### src/rtl/core/makd_pkg.sv
// shared types and constants for the morse audio keying detector
// no dependencies; imported by morse_audio_keying_detector
package makd_pkg;

	// configuration register widths
	localparam int LEVEL_W    = 7;
	localparam int DEBOUNCE_W = 10;
	localparam int LEN_W      = 20;

	// register map, word index into the apb space
	typedef enum logic [2:0] {
		REG_LEVEL_THRESHOLD = 3'd0,
		REG_DEBOUNCE_LEN    = 3'd1,
		REG_DASH_MIN_LEN    = 3'd2,
		REG_LETTER_GAP_LEN  = 3'd3,
		REG_WORD_GAP_LEN    = 3'd4
	} reg_idx_t;

	// output symbol codes
	typedef enum logic [1:0] {
		SYM_DOT        = 2'd0,
		SYM_DASH       = 2'd1,
		SYM_LETTER_GAP = 2'd2,
		SYM_WORD_GAP   = 2'd3
	} sym_t;

	// register reset values
	localparam logic [LEVEL_W-1:0]    LEVEL_RST      = 7'd1;
	localparam logic [DEBOUNCE_W-1:0] DEBOUNCE_RST   = 10'd44;
	localparam logic [LEN_W-1:0]      DASH_MIN_RST   = 20'd8820;
	localparam logic [LEN_W-1:0]      LETTER_GAP_RST = 20'd17199;
	localparam logic [LEN_W-1:0]      WORD_GAP_RST   = 20'd34839;

endpackage

### src/rtl/core/morse_audio_keying_detector.sv
// morse keying detector: tone detect, debounce, run timing, symbol output
// depends on makd_pkg
//
// The block takes one signed audio sample per beat and can accept a new sample
// every clock cycle; a sample is held in the input register and its symbol
// (dot, dash, letter gap or word gap), if any, moves to the result register
// once that register is free. Throughput drops only while the result
// register holds a symbol that the consumer has not taken.
// A sample is tone when its magnitude is strictly above level_threshold; a
// keying change is confirmed after debounce_len consecutive disagreeing
// samples. The run counter of COUNT_WIDTH bits saturates at all ones.
// Registers sit on an apb-style port at byte addresses 0, 4, 8, 12 and 16 and
// must only be written while no sample is in flight.
module morse_audio_keying_detector
	import makd_pkg::*;
#(
	parameter int SAMPLE_WIDTH = 8,
	parameter int COUNT_WIDTH  = 20
) (
	input  logic                    clk,
	input  logic                    arst_n,
	// configuration port
	input  logic                    psel,
	input  logic                    penable,
	input  logic                    pwrite,
	input  logic [4:0]              paddr,
	input  logic [31:0]             pwdata,
	output logic [31:0]             prdata,
	output logic                    pready,
	// sample channel
	input  logic                    in_valid,
	output logic                    in_ready,
	input  logic signed [SAMPLE_WIDTH-1:0] sample,
	// symbol channel
	output logic                    out_valid,
	input  logic                    out_ready,
	output logic [1:0]              symbol
);

	localparam int CMP_W = (COUNT_WIDTH > LEN_W) ? COUNT_WIDTH : LEN_W;
	localparam logic [COUNT_WIDTH-1:0] RUN_MAX = {COUNT_WIDTH{1'b1}};

	// configuration registers
	logic [LEVEL_W-1:0]    level_q;
	logic [DEBOUNCE_W-1:0] debounce_len_q;
	logic [LEN_W-1:0]      dash_min_q;
	logic [LEN_W-1:0]      letter_gap_q;
	logic [LEN_W-1:0]      word_gap_q;
	logic                  cfg_wr;
	reg_idx_t              cfg_idx;

	// pipeline and detector state
	logic                          valid_s1;
	logic [SAMPLE_WIDTH-1:0]       sample_s1;
	logic                          tone_q;
	logic [DEBOUNCE_W-1:0]         debounce_q;
	logic [COUNT_WIDTH-1:0]        run_q;
	logic                          gap_armed_q;
	logic                          out_valid_q;
	sym_t                          symbol_q;

	// combinational step results
	logic                    advance;
	logic                    step;
	logic [SAMPLE_WIDTH-1:0] mag;
	logic                    is_tone;
	logic [COUNT_WIDTH-1:0]  run_inc;
	logic [CMP_W-1:0]        run_cmp;
	logic [DEBOUNCE_W-1:0]   debounce_inc;
	logic                    disagree;
	logic                    confirm;
	logic                    emit;
	sym_t                    sym_next;

	// apb write decode
	assign pready  = 1'b1;
	assign cfg_wr  = psel && penable && pwrite && pready;
	assign cfg_idx = reg_idx_t'(paddr[4:2]);

	always_ff @(posedge clk or negedge arst_n) begin
		if (!arst_n) begin
			level_q        <= LEVEL_RST;
			debounce_len_q <= DEBOUNCE_RST;
			dash_min_q     <= DASH_MIN_RST;
			letter_gap_q   <= LETTER_GAP_RST;
			word_gap_q     <= WORD_GAP_RST;
		end else if (cfg_wr) begin
			case (cfg_idx)
				REG_LEVEL_THRESHOLD: level_q        <= pwdata[LEVEL_W-1:0];
				REG_DEBOUNCE_LEN:    debounce_len_q <= pwdata[DEBOUNCE_W-1:0];
				REG_DASH_MIN_LEN:    dash_min_q     <= pwdata[LEN_W-1:0];
				REG_LETTER_GAP_LEN:  letter_gap_q   <= pwdata[LEN_W-1:0];
				REG_WORD_GAP_LEN:    word_gap_q     <= pwdata[LEN_W-1:0];
				default: ;
			endcase
		end
	end

	// apb read mux
	always_comb begin
		case (cfg_idx)
			REG_LEVEL_THRESHOLD: prdata = 32'(level_q);
			REG_DEBOUNCE_LEN:    prdata = 32'(debounce_len_q);
			REG_DASH_MIN_LEN:    prdata = 32'(dash_min_q);
			REG_LETTER_GAP_LEN:  prdata = 32'(letter_gap_q);
			REG_WORD_GAP_LEN:    prdata = 32'(word_gap_q);
			default:             prdata = 32'd0;
		endcase
	end

	// handshake: result stage frees when empty or taken
	assign advance  = !out_valid_q || out_ready;
	assign step     = valid_s1 && advance;
	assign in_ready = !valid_s1 || advance;

	// input register
	always_ff @(posedge clk or negedge arst_n) begin
		if (!arst_n) begin
			valid_s1 <= 1'b0;
		end else if (in_ready) begin
			valid_s1 <= in_valid;
		end
	end

	always_ff @(posedge clk) begin
		if (in_ready && in_valid) begin
			sample_s1 <= sample;
		end
	end

	// tone detect, magnitude of the most negative sample taken without wrap
	assign mag     = sample_s1[SAMPLE_WIDTH-1] ? (~sample_s1 + 1'b1) : sample_s1;
	assign is_tone = mag > SAMPLE_WIDTH'(level_q);

	// saturating run count and debounce
	assign run_inc      = (run_q == RUN_MAX) ? run_q : (run_q + 1'b1);
	assign run_cmp      = CMP_W'(run_inc);
	assign debounce_inc = debounce_q + 1'b1;
	assign disagree     = is_tone != tone_q;
	assign confirm      = disagree && !(debounce_inc < debounce_len_q);

	// symbol decision on a confirmed transition
	always_comb begin
		emit     = 1'b0;
		sym_next = SYM_DOT;
		if (confirm) begin
			if (is_tone) begin
				if (gap_armed_q) begin
					if (run_cmp >= CMP_W'(word_gap_q)) begin
						emit     = 1'b1;
						sym_next = SYM_WORD_GAP;
					end else if (run_cmp >= CMP_W'(letter_gap_q)) begin
						emit     = 1'b1;
						sym_next = SYM_LETTER_GAP;
					end
				end
			end else begin
				emit     = 1'b1;
				sym_next = (run_cmp >= CMP_W'(dash_min_q)) ? SYM_DASH : SYM_DOT;
			end
		end
	end

	// detector state update
	always_ff @(posedge clk or negedge arst_n) begin
		if (!arst_n) begin
			tone_q      <= 1'b0;
			debounce_q  <= '0;
			run_q       <= '0;
			gap_armed_q <= 1'b0;
		end else if (step) begin
			if (!disagree) begin
				debounce_q <= '0;
				run_q      <= run_inc;
			end else if (!confirm) begin
				debounce_q <= debounce_inc;
				run_q      <= run_inc;
			end else begin
				debounce_q  <= '0;
				run_q       <= '0;
				tone_q      <= is_tone;
				gap_armed_q <= !is_tone;
			end
		end
	end

	// result register
	always_ff @(posedge clk or negedge arst_n) begin
		if (!arst_n) begin
			out_valid_q <= 1'b0;
		end else if (advance) begin
			out_valid_q <= step && emit;
		end
	end

	always_ff @(posedge clk) begin
		if (step && emit) begin
			symbol_q <= sym_next;
		end
	end

	assign out_valid = out_valid_q;
	assign symbol    = symbol_q;

	// a confirmed transition restarts the run and debounce counts
	a_confirm_clears : assert property (@(posedge clk) disable iff (!arst_n)
		(step && confirm) |=> (run_q == '0) && (debounce_q == '0))
		else $error("counters not cleared after confirmed transition");

	// without a transition the run count never falls to zero
	a_run_grows : assert property (@(posedge clk) disable iff (!arst_n)
		(step && !confirm) |=> (run_q != '0))
		else $error("run count cleared without transition");

	// tone end always yields a dot or dash and arms the gap
	a_tone_end : assert property (@(posedge clk) disable iff (!arst_n)
		(step && confirm && !is_tone) |=> out_valid_q && gap_armed_q && !tone_q
			&& (symbol_q == SYM_DOT || symbol_q == SYM_DASH))
		else $error("tone end without dot or dash");

	// tone start disarms the gap and never yields a dot or dash
	a_tone_start : assert property (@(posedge clk) disable iff (!arst_n)
		(step && confirm && is_tone) |=> tone_q && !gap_armed_q
			&& (!out_valid_q || symbol_q == SYM_LETTER_GAP || symbol_q == SYM_WORD_GAP))
		else $error("bad symbol at tone start");

endmodule
### config.mk
export PLATFORM = sky130hd
export DESIGN_NAME = morse_audio_keying_detector
export DESIGN_NICKNAME = d
export VERILOG_FILES = /design/src/rtl/core/makd_pkg.sv /design/src/rtl/core/morse_audio_keying_detector.sv
export SDC_FILE = /design/constraint.sdc
export NUM_CORES = 1
export LEC_CHECK = 0
export BUFFER_PORTS_ARGS = -buffer_cell sky130_fd_sc_hd__buf_4
export CAP_MARGIN = 25
export CORE_ASPECT_RATIO = 1.25
export CORE_MARGIN = 5
export CORE_UTILIZATION = 60
export DETAILED_ROUTE_END_ITERATION = 10
export PLACE_DENSITY_LB_ADDON = 0.3
export RECOVER_POWER = 50
export SLEW_MARGIN = 20
export SYNTH_ARGS = -nofsm -noshare
export SYNTH_HDL_FRONTEND = slang
export SYNTH_SLANG_ARGS = --single-unit
### constraint.sdc
create_clock -name clk -period 4.6 [get_ports clk]
set_clock_uncertainty 0.15 [all_clocks]
set_input_delay 0.69 -clock clk [delete_from_list [all_inputs] [get_ports clk]]
set_output_delay 0.69 -clock clk [all_outputs]
set_load 0.005 [all_outputs]
### Yosys cells after proc, flatten, opt, wreduce, memory -nomap -nowiden

Cells that the tools add are included.

* input port bits: 52
* flip-flop bits (word level): 121
* word-level logic and storage cells: 64

* magnitude comparators: 5
* reductions and logical operators: 19
* equal/unequal tests: 6
* add/sub/neg operators: 3
* multiplexer cells: 17
* bitwise operators: 1

Operator list (count)
* $pmux 20 s5: 1
* $ge 20x20->1: 3
* $mux 20: 3
* $add 20x1->20 const B: 1
* $eq 20x20->1 const B: 1
* $mux 10: 2
* $add 10x1->10 const B: 1
* $lt 10x10->1: 1
* $reduce_and 2->1: 5
* $add 8x1->8 const B: 1
* $gt 8x7->1: 1
* $mux 2: 4
* $mux 8: 1
* $not 8->8: 1
* $eq 3x2->1 const B: 2
* $logic_and 1x1->1: 6
* $mux 1: 6
* $logic_not 1->1: 4
* $eq 3x1->1 const B: 1
* $eq 3x3->1 const B: 1
* $logic_not 3->1: 1
* $reduce_and 3->1: 1
* $logic_or 1x1->1: 2
* $ne 1x1->1: 1

### Logic depth before layout (Yosys ltp)

* depth in word-level cells: 9
* gate-level depth with buffers: 16

### Worst setup path after synthesis

No wires, ideal clock.

* path type: register to register
* start point: register run_q[0]
* end point: register symbol_q[0], in the netlist symbol[0], data pin
* required time: 4.183 ns
* clock period less this slack: 3.499 ns
* setup time: 0.267 ns
* cell stages (with the launch flop): 16
* path slack: 1.101 ns
* arrival time: 3.082 ns
* cell sequence: dfrtp_1 -> ha_1 -> nand3_2 -> nand2b_1 -> buf_6 -> nand4_2 -> or2_4 -> xnor2_1 -> ha_1 -> a21o_1 -> a21o_1 -> a21oi_1 -> o31ai_1 -> a221o_1 -> o311ai_0 -> nand2_1

* longest elaborated chain between the ends: 6

RTL lines
* start: declaration: line morse_audio_keying_detector.sv:57 `logic [COUNT_WIDTH-1:0] run_q;`
* start signal: assignment: line morse_audio_keying_detector.sv:174 `run_q <= run_inc;`
* start signal: assignment: line morse_audio_keying_detector.sv:177 `run_q <= run_inc;`
* $add 20x1->20 / $eq 20x20->1 (equally long branches): line morse_audio_keying_detector.sv:136 `assign run_inc = (run_q == RUN_MAX) ? run_q : (run_q + 1'b1);`
* $mux 20 (*): line morse_audio_keying_detector.sv:136
* $ge 20x20->1: line morse_audio_keying_detector.sv:149 `if (run_cmp >= CMP_W'(word_gap_q)) begin`
* $mux 2: line morse_audio_keying_detector.sv:149
* $mux 2: line morse_audio_keying_detector.sv:148 `if (gap_armed_q) begin`
* $mux 2 (*): line morse_audio_keying_detector.sv:147 `if (is_tone) begin`
* end signal: assignment: line morse_audio_keying_detector.sv:198 `symbol_q <= sym_next;`
* end: declaration: line morse_audio_keying_detector.sv:60 `sym_t symbol_q;`

Mark *: on every way between the ends. The rest lies on a longest branch, timed or not.
A chain may end at the register's enable or synchronous reset.

### Final worst setup path

* start point: register run_q[8]
* end point: register symbol_q[0], in the netlist symbol[0] (enable)

* longest elaborated chain between the ends: 9

RTL lines
* $add 20x1->20 / $eq 20x20->1 (equally long branches): line morse_audio_keying_detector.sv:136
* $mux 20 (*): line morse_audio_keying_detector.sv:136
* $ge 20x20->1: line morse_audio_keying_detector.sv:152 `end else if (run_cmp >= CMP_W'(letter_gap_q)) begin`
* $mux 1: line morse_audio_keying_detector.sv:152
* $mux 1 (*): line morse_audio_keying_detector.sv:149
* $mux 1 (*): line morse_audio_keying_detector.sv:148
* $mux 1 (*): line morse_audio_keying_detector.sv:147
* $mux 1 (*): line morse_audio_keying_detector.sv:146 `if (confirm) begin`
* $logic_and 1x1->1 (*): line morse_audio_keying_detector.sv:197 `if (step && emit) begin`

Marks and branches as above.

==> flow_metrics.py <==
metrics = {
    "run_status": {
        "status": "finished, violations left",
        "violations": "max-capacitance violations, max-slew violations",
    },
    "layout": {
        "multi_input_area_um2": 4279,
        "fin_nets": 1017,
        "fillers": 961,
        "syn_to_final_growth_pct": 14.87,
        "layout_common_cells": "dfrtp_1 (87), nand2_1 (82), inv_1 (81)",
        "layout_commonest_cell": "dfrtp_1",
        "ff_latch_area_um2": 3108,
        "layout.cells.non_filler": 1067,
        "drive_above_1_share": 0.1991,
        "antenna_cells": 0,
    },
    "clock_network": {
        "cts_max_level": 4,
        "insertion_delay_ns": 0.41,
        "cts.sinks": 121,
        "post_cts_resized": 0,
        "cts_buffers": 17,
        "clk_pin_slew_ns": 0.06,
        "tritoncts": "done",
        "cts_buffer_depth": 2,
        "clock-root-buffer": "clkbuf_16",
    },
    "power": {
        "switching_share": 0.3273,
        "p_per_area_nw_per_um2": 459.4,
        "ir_drop_v": 0.0002565,
        "p_switching_mw": 1.362,
        "pwr-share-clk": 0.340,
        "fin_total_pwr_mw": 4.162,
        "power_frac_comb": 0.301,
        "p_seq_frac": 0.359,
        "leakagePower_nw": 4.280,
        "p_int_mw": 2.800,
    },
    "synthesis": {
        "ys_types": 62,
        "ys_async_sr_fraction": 0.9174,
        "yosys_warnings": 0,
        "synth_edf_count": 10,
        "syn_area_um2": 7886,
        "yosysSeqAreaShare": 0.3941,
        "synthFlopType": "dfrtp_1",
        "avgSynthCellArea_um2": 9.502,
        "syn_inst": 830,
        "ys_ff_latch": 121,
    },
    "timing": {
        "min_period_ns": 4.338,
        "max_freq_mhz": 230.5,
        "rsz0062_at_grt": "false",
        "fin_crit_sh": 0.9430,
        "max_slew_margin": -0.5202,
        "worst_slew_pin_slew_ns": 2.280,
        "setup_viol": 0,
        "fin_setup_tns_ns": 0,
        "hold_viol": 0,
        "slew_violations": 137,
        "setup_slack_ns": 0.2621,
    },
    "global_route": {
        "grt.total_usage": 0.2650,
        "grt_pass1_vias": 6849,
        "grt_max_degree": 61,
        "antenna_found_initial": 0,
        "grt_overflow": 0,
        "grt_pass1_wl_mm": 33.48,
    },
    "drt": {
        "first_iter_violations": 456,
        "post-route-drc-count": 0,
        "vias": 6547,
        "final_antenna_net_count": 0,
        "drt-total-wl_mm": 20.35,
        "routedWlPerCell_um": 19.07,
        "dr.pass1.iters": 5,
        "vias_per_cell": 6.136,
    },
    "floorplan": {
        "die_y_um": 138.2,
        "die_w_um": 112.5,
        "ios": 89,
        "num_rows": 46,
        "start_util": 0.6172,
        "coreArea_um2": 12780,
        "die-area_um2": 15550,
    },
    "critical_path": {
        "crit_type": "reg2reg",
        "worstPathCellList": "nand4_1 > nor4_2 > nand2b_1 > buf_4 > mux2_2 > ha_1 > nand2_1 > o21ai_0 > a211oi_1 > o41a_1 > o21ai_0 > nor3b_1 > buf_4 > o21ai_1",
        "critPathMaxFanout": 9,
        "cp-start-kind": "register",
        "critical-path-max-stage-delay_ns": 0.49,
        "crit_path_end_kind": "register",
        "cp_data_required_time_ns": 4.55,
        "slowest_stage": "dfrtp_1",
        "rrSetupSlack_ns": 0.26,
        "cp.arrival_ns": 4.29,
    },
    "placement": {
        "place_inst": 1033,
        "pre_cts_ws_ns": 0.4523,
        "place_congestion": 0.9166,
        "io_buffers": 61,
        "dp.final_hpwl_mm": 14.89,
    },
    "worst_hold_path": {
        "hp-class": "in2reg",
    },
    "run": {
        "drv_cap": 3,
    },
}
[state kept, by name, summed over array words and instances, names as in the netlist]
name,flops
word_gap_q,20
valid_s1,1
symbol,2
sample_s1,8
gap_armed_q,1
debounce_q,10
level_q,7
run_q,20
letter_gap_q,20
tone_q,1
out_valid,1
dash_min_q,20
debounce_len_q,10
[synthesized netlist by cell type (3+ instances only)]
cell	n	share of area
dfrtp_1	87	0.28
nand2_1	82	0.039
inv_1	81	0.039
ha_1	79	0.13
o21ai_0	69	0.044
mux2_2	41	0.059
nor2_1	35	0.017
a21oi_1	31	0.020
dfstp_2	24	0.080
clkbuf_1	22	0.010
nand3_1	21	0.013
xnor2_1	21	0.023
o22ai_1	19	0.015
nand4_1	17	0.013
a21o_1	16	0.015
a22oi_1	16	0.015
buf_4	16	0.015
mux2i_1	13	0.016
nor2b_1	11	0.0087
nor3_1	11	0.0070
edfxtp_1	10	0.038
a211oi_1	9	0.0086
a22o_1	9	0.010
nand2b_1	9	0.0071
and3_1	8	0.0063
xor2_1	8	0.0089
o31ai_1	6	0.0057
o21ai_1	5	0.0032
and4_1	4	0.0044
buf_1	4	0.0019
or3_1	4	0.0032
or4_1	4	0.0038
buf_2	3	0.0019
[routing by layer]
metal | vias to the layer above | global-route usage | part of all wire
li1 | 3029 | - | -
met1 | 3202 | 0.2951 | 0.37
met2 | 242 | 0.4732 | 0.53
met3 | 74 | 0.04583 | 0.043
met4 | 0 | 0.1462 | 0.051
met5 | - | 0 | 0
[layout make-up]
cell class / count / area share
clock buffers: 24 / 0.05318
flip-flops and latches: 121 / 0.3431
multi-input cells: 593 / 0.4724
clock inverters: 8 / 0.01575
repair buffers: 72 / 0.05884
inverters: 81 / 0.03356
well taps: 168 / 0.02320
[power by group through the flow]
| stage | logic, mW | registers, mW | clock network [mW] |
|---|---|---|---|
| 6_report | 1.25 | 1.49 | 1.42 |
| 3_5_place_dp | 1.22 | 1.50 | 0 |
| 4_1_cts | 1.25 | 1.49 | 1.43 |
| 2_1_floorplan | 0.869 | 1.44 | 0 |
| 3_3_place_gp | 1.15 | 1.48 | 0 |
| 5_1_grt | 1.40 | 1.52 | 1.49 |
[stage by stage]
stage               area (um2)  utilization  hold WS [ns]
floorplan                 7928            -        0.2444
global placement          8427       0.6595        0.3555
detailed placement        8427       0.6595        0.3611
CTS                       9061       0.7092        0.2913
global route              9059       0.7090        0.3106
finish                    9059       0.7090        0.3210
[kinds of logic (layout without fill, tap and decap cells)]
group	after synthesis	after routing	share of synthesized area
xor gates and xnor gates	29	29	0.03221
DFF	121	121	0.3941
adders and majority gates	79	79	0.1253
AOI/OAI and AO/OA	192	192	0.1528
buffers and inverters	127	185	0.06949
muxes	55	55	0.07790
other	2	13	0.0009523
and+or+nand+nor	225	225	0.1472
[worst max-delay path: cells and delay by family, from the launching register on]
| kind | cells | cell delay [ns] |
|---|---|---|
| AOI/OAI and AO/OA | 5 | 1.42 |
| DFF | 1 | 0.49 |
| buffers and inverters | 2 | 0.39 |
| and+or+nand+nor | 5 | 0.96 |
| adders and majority gates | 1 | 0.29 |
| muxes | 1 | 0.33 |
[path summary, 6_finish.rpt]
| kind | cells past startpoint | end | startpoint |
|---|---|---|---|
| worst max-delay path | 14 | symbol[0] | run_q[8] |
| worst min-delay path | 1 | sample_s1[2] | sample[2] |
| worst max register to register | 14 | symbol[0] | run_q[8] |
| worst min register to register | 1 | level_q[4] | level_q[4] |
| max in group asynchronous | 3 | dash_min_q[3] | arst_n |
| min in group asynchronous | 2 | letter_gap_q[16] | arst_n |
[timing repair]
action | in CTS | in global routing
hold buffers | 1 | 0
setup buffers | 0 | 0
setup endpoints to repair | 0 | 0
endpoints found under the hold margin | 8 | 0
Power figures use the tool's default switching activity.
